[src/rtl/whd_pkg.sv]
`timescale 1ns / 1ps
`default_nettype none

package whd_pkg;

    localparam int DEF_MAX_WIDTH  = 2048;
    localparam int DEF_MAX_HEIGHT = 2048;
    localparam int DEF_MAX_WINDOW = 32;

    localparam logic [11:0] RST_IMAGE_WIDTH = 12'd400;
    localparam logic [5:0]  RST_WINDOW_ROWS = 6'd8;
    localparam logic [5:0]  RST_WINDOW_COLS = 6'd5;

    localparam int IN_W     = 24;
    localparam int OUT_W    = 88;
    localparam int POS_W    = 11;
    localparam int HASH_W   = 64;
    localparam int CFG_IDX_W  = 2;
    localparam int CFG_DATA_W = 12;

    localparam logic [CFG_IDX_W-1:0] REG_IMAGE_WIDTH = 2'd0;
    localparam logic [CFG_IDX_W-1:0] REG_WINDOW_ROWS = 2'd1;
    localparam logic [CFG_IDX_W-1:0] REG_WINDOW_COLS = 2'd2;

    typedef enum logic [2:0] {
        ST_IDLE,
        ST_HIST,
        ST_VERT,
        ST_RING,
        ST_PRIME,
        ST_HASH,
        ST_OUTPUT
    } state_t;

    typedef struct packed {
        logic accept;
        logic hist_load;
        logic vert_step;
        logic ring_write;
        logic hash_issue;
        logic hash_step;
        logic out_load;
    } cmd_t;

    typedef struct packed {
        logic win_valid;
        logic last;
        logic out_free;
    } sts_t;

endpackage

`default_nettype wire

[src/rtl/whd_ctrl.sv]
`timescale 1ns / 1ps
`default_nettype none

module whd_ctrl (
    input  wire logic          clk,
    input  wire logic          rst_n,
    input  wire logic          s_tvalid,
    output logic               s_tready,
    output whd_pkg::cmd_t      cmd,
    input  wire whd_pkg::sts_t sts
);

    whd_pkg::state_t state_reg;
    whd_pkg::state_t state_next;

    always_ff @(posedge clk or negedge rst_n)
    begin
        if (!rst_n)
        begin
            state_reg <= whd_pkg::ST_IDLE;
        end
        else
        begin
            state_reg <= state_next;
        end
    end

    always_comb
    begin
        state_next = state_reg;
        cmd        = '0;
        s_tready   = 1'b0;
        unique case (state_reg)
            whd_pkg::ST_IDLE:
            begin
                s_tready = 1'b1;
                if (s_tvalid)
                begin
                    cmd.accept = 1'b1;
                    state_next = whd_pkg::ST_HIST;
                end
            end
            whd_pkg::ST_HIST:
            begin
                cmd.hist_load = 1'b1;
                state_next    = whd_pkg::ST_VERT;
            end
            whd_pkg::ST_VERT:
            begin
                // one history bit per cycle, oldest first
                cmd.vert_step = 1'b1;
                if (sts.last)
                begin
                    state_next = whd_pkg::ST_RING;
                end
            end
            whd_pkg::ST_RING:
            begin
                cmd.ring_write = 1'b1;
                if (sts.win_valid)
                begin
                    state_next = whd_pkg::ST_PRIME;
                end
                else
                begin
                    state_next = whd_pkg::ST_OUTPUT;
                end
            end
            whd_pkg::ST_PRIME:
            begin
                cmd.hash_issue = 1'b1;
                state_next     = whd_pkg::ST_HASH;
            end
            whd_pkg::ST_HASH:
            begin
                cmd.hash_step = 1'b1;
                if (sts.last)
                begin
                    state_next = whd_pkg::ST_OUTPUT;
                end
                else
                begin
                    cmd.hash_issue = 1'b1;
                end
            end
            whd_pkg::ST_OUTPUT:
            begin
                if (sts.out_free)
                begin
                    cmd.out_load = 1'b1;
                    state_next   = whd_pkg::ST_IDLE;
                end
            end
            default:
            begin
                state_next = whd_pkg::ST_IDLE;
            end
        endcase
    end

endmodule

`default_nettype wire

[config.mk]
export PLATFORM = sky130hd
export DESIGN_NAME = whd_ctrl
export DESIGN_NICKNAME = d
export VERILOG_FILES = /design/src/rtl/whd_pkg.sv /design/src/rtl/whd_ctrl.sv
export SDC_FILE = /design/constraint.sdc
export NUM_CORES = 1
export LEC_CHECK = 0
export ABC_AREA = 1
export BUFFER_PORTS_ARGS = -buffer_cell sky130_fd_sc_hd__buf_4
export CORE_AREA = 3 3 40 42
export DETAILED_ROUTE_END_ITERATION = 8
export DIE_AREA = 0 0 43 45
export GPL_ROUTABILITY_DRIVEN = 0
export PLACE_DENSITY_LB_ADDON = 0.2
export SETUP_SLACK_MARGIN = 0.02
export SYNTH_ARGS = -nofsm -noshare
export SYNTH_HDL_FRONTEND = slang
export SYNTH_SLANG_ARGS = --single-unit
[constraint.sdc]
create_clock -name clk -period 1.5 [get_ports clk]
set_clock_uncertainty 0.05 [all_clocks]
set_input_delay 0.45 -clock clk [delete_from_list [all_inputs] [get_ports clk]]
set_output_delay 0.45 -clock clk [all_outputs]
set_load 0.005 [all_outputs]
# Word level (Yosys, flattened, before mapping)
# Cells that the tools add are included.
[classes]
eq_ne = 10
mux = 17
n_reduce_logical = 2
[op_table]
columns = ["cell", "n"]
rows = [
  ["one-hot mux 3 bit (7 select lines)", 1],
  ["two-way mux 3 bit", 4],
  ["two-way mux 1 bit", 10],
  ["== test 3 bit, second input constant", 3],
  ["inequality test 2 bit, second input constant", 4],
  ["== test 3 x 2 -> 1 bit, second input constant", 2],
  ["AND reduction 4 bit", 1],
  ["== test 3 x 1 -> 1 bit, second input constant", 1],
  ["logical NOT 3 bit", 1],
  ["two-way mux 2 bit", 1],
  ["one-hot mux 1 bit (2 select lines)", 1],
]
[totals]
register_bits = 3
input_bits = 6
output_inout_bits = 8

# Logic depth before layout (Yosys ltp)
[logic_depth]
ltp_word = 3
ltp_mapped = 9

# Least setup slack after synthesis
# OpenSTA, ideal clock, no wires.
[synth_path]
path_type = "flip-flop to output port"
startpoint = "reg state_reg[0]"
endpoint = "out cmd[6] (netlist bit)"
t_arrival_ns = 0.809
required_time_ns = 1.000
path_slack_ns = 0.191
stages_incl_launch_ff = 5
path_buffers = 1
path_cell_list = "dfrtp_1 > buf_6 > nor2_1 > nand2_1 > nor2_1"
[synth_lines]
columns = ["element", "line_no", "rtl"]
rows = [
  ["from (decl)", "whd_ctrl.sv:13", "whd_pkg::state_t state_reg;"],
  ["from (signal assigned)", "whd_ctrl.sv:20", "state_reg <= whd_pkg::ST_IDLE;"],
  ["from (signal assigned)", "whd_ctrl.sv:24", "state_reg <= state_next;"],
  ["to (decl)", "whd_ctrl.sv:9", "output whd_pkg::cmd_t cmd,"],
]

==> impl_metrics.ini <==
[outcome]
status = finished, violations left
failed_checks = negative setup slack

[floorplanning]
start_util_pct = 23.4
io_pins = 14
core_area_um2 = 1280
dieArea_um2 = 1940
row_count = 13
die_w_um = 43
die_h_um = 45

[power]
p_leak_nw = 0.330
worst_ir_drop_vdd_mv = 0.808
p_int_mw = 0.642
p_sw_share_pct = 43.8
power_mw = 1.14
switchingPower_mw = 0.501
clock_power_share_pct = 12.3
pwr-share-comb_pct = 66.9
seq_power_share_pct = 20.7
powerDensity_nw_per_um2 = 2040

[route]
routed_wl_um = 917
routed_via_density = 4.32
drt_iter0_drc = 3
vias = 380
ant_nets = 0
drc = 0
drt-wirelength-per-cell_um = 10.4
first_pass_iters = 4

[worst_setup_path]
crit_arrival_ns = 1.10
critPathMaxStageDelay_ns = 0.45
crit_top_cell = buf_4
r2r_start = state_reg[0]
cp-startpoint = state_reg[1]
critPathSlowestCell = dfrtp_2
path_max_fanout = 5
endpoint_kind = primary output
crit_chain = buf_4 > nand3_2 > inv_1 > buf_4
start_kind = register
worst_ep_required_time_ns = 1.00
worstSetupPathType = reg -> out

[cells_and_area]
fill_cells = 136
antennaDiodeCount = 0
syn_to_final_growth_pct = 86.7
fin_area_um2 = 561
nNetsFinal = 80
final_cell_mix = buf_4 (18), nand2_1 (9), inv_1 (7)
drive_gt1_share_pct = 64.4
final_common_cell = buf_4
largest_register_ffs = 3

[clocking]
path_clk_slew_ns = 0.04
clockRootBuffer = clkbuf_4
clk_latency_ns = 0.23
clkSinkCount = 3
htree_levels = 1
ctsLongestPathBuffers = 2
numCtsBuffers = 3
cts_tree = yes

[synth]
ys_seq_area_share_pct = 25.0
synthesis.nets = 54
yosys_warnings = 0
ys_ff_latch = 3
syn_area_um2 = 300
netlist_instances = 48
syn_avg_cell_area_um2 = 6.26
ys_types = 12

[grt]
grt-ovfl-total = 0
grt_pass1_wl_um = 1410
gr-usage-all-layers_pct = 10.2
antenna_found_initial = 0
grt_pass1_vias = 368
grt_max_degree = 8

[timing]
relSlewSlack_pct = 85.1
grt_setup_unrepaired = true
fin_ws_ns = -0.104
slew_viol_final = 0
setup_viol = 8
tightest_slew_ns = 0.224
max_freq_ghz = 0.624
fin_crit_ns = 1.60
fin_crit_sh_pct = 107
hold_violations = 0

[placed_design]
numPortBuffers = 13
dpl-instance-area_um2 = 402
place_ws_ns = 0.0557
dp_hpwl_um = 565

[min_path]
min_path_type = in -> async

[job]
max-cap-violations = 0
## stage by stage
step	util [%]	cells	hold WS [ns]	TNS [ns]
detailed placement	31.3	75	0.192	0
CTS	40.6	87	0.479	-0.465
global placement	31.3	75	0.192	0
floorplan	-	48	0.104	0
global route	43.6	88	0.497	-0.910
finish	43.6	88	0.492	-0.522
## cell usage after synthesis (all sizes together)
cell    n  share of area (%)
a21oi   2                3.3
buf     2                7.5
dfrtp   3                 25
inv    11                 14
nand2  16                 25
nand3   9                 18
nor2    3                3.7
nor3    2                3.3
## final cells by class
type / count / area [µm²] / area share, %
Multi-Input combinational cell: 32 / 203 / 36.2
Timing Repair Buffer: 23 / 190 / 33.9
Sequential cell: 3 / 78.8 / 14.1
Inverter: 11 / 43.8 / 7.81
Clock buffer: 4 / 26.3 / 4.69
Tap cell: 15 / 18.8 / 3.35
## path summary, 6_finish.rpt
path	to	slack, ns	depth (start not counted)
max	cmd[4]	-0.10	4
min	state_reg[0]	0.49	2
max in group asynchronous	state_reg[2]	0.80	2
min in group clk	state_reg[0]	0.49	4
min reg2reg	state_reg[2]	0.60	2
max reg2reg	state_reg[1]	0.20	8
## power groups by stage
| stage | Combinational (mW) | Sequential [mW] | Clock [mW] |
|---|---|---|---|
| after floorplan | 0.405 | 0.148 | 0 |
| after global placement | 0.490 | 0.209 | 0 |
| after detailed placement | 0.484 | 0.213 | 0 |
| after CTS | 0.703 | 0.207 | 0.147 |
| after global routing | 0.843 | 0.243 | 0.154 |
| final | 0.765 | 0.237 | 0.141 |
## cell families after synthesis
kind of cell	count (synthesis)	synth area share, %
flops	3	25.0
simple gates	30	50.4
compound gates	2	3.33
buf+inv	13	21.2
## routing by layer
layer,global-route usage [%],part of all wire [%],vias to the layer above,routed length [µm]
met5,0,0,-,0
met4,7.23,2.4,0,22
li1,-,-,196,-
met3,3.19,5.7,3,52
met2,17.1,50,11,458
met1,10.9,42,170,383
## repair_timing
item | 4_1_cts | 5_1_grt
setup buffers | 7 | 1
resized for setup | 15 | 10
hold endpoints to repair | 3 | 0
pin swaps | 2 | 0
setup endpoints to repair | 8 | 8
hold buffers | 1 | 0
## critical path: cells and delay by family, from the launching register on
family	cells	cell delay, ns
and+or+nand+nor	1	0.09
buffers and inverters	3	0.32
DFF	1	0.45
No activity file was read; power rests on OpenSTA's default activity.
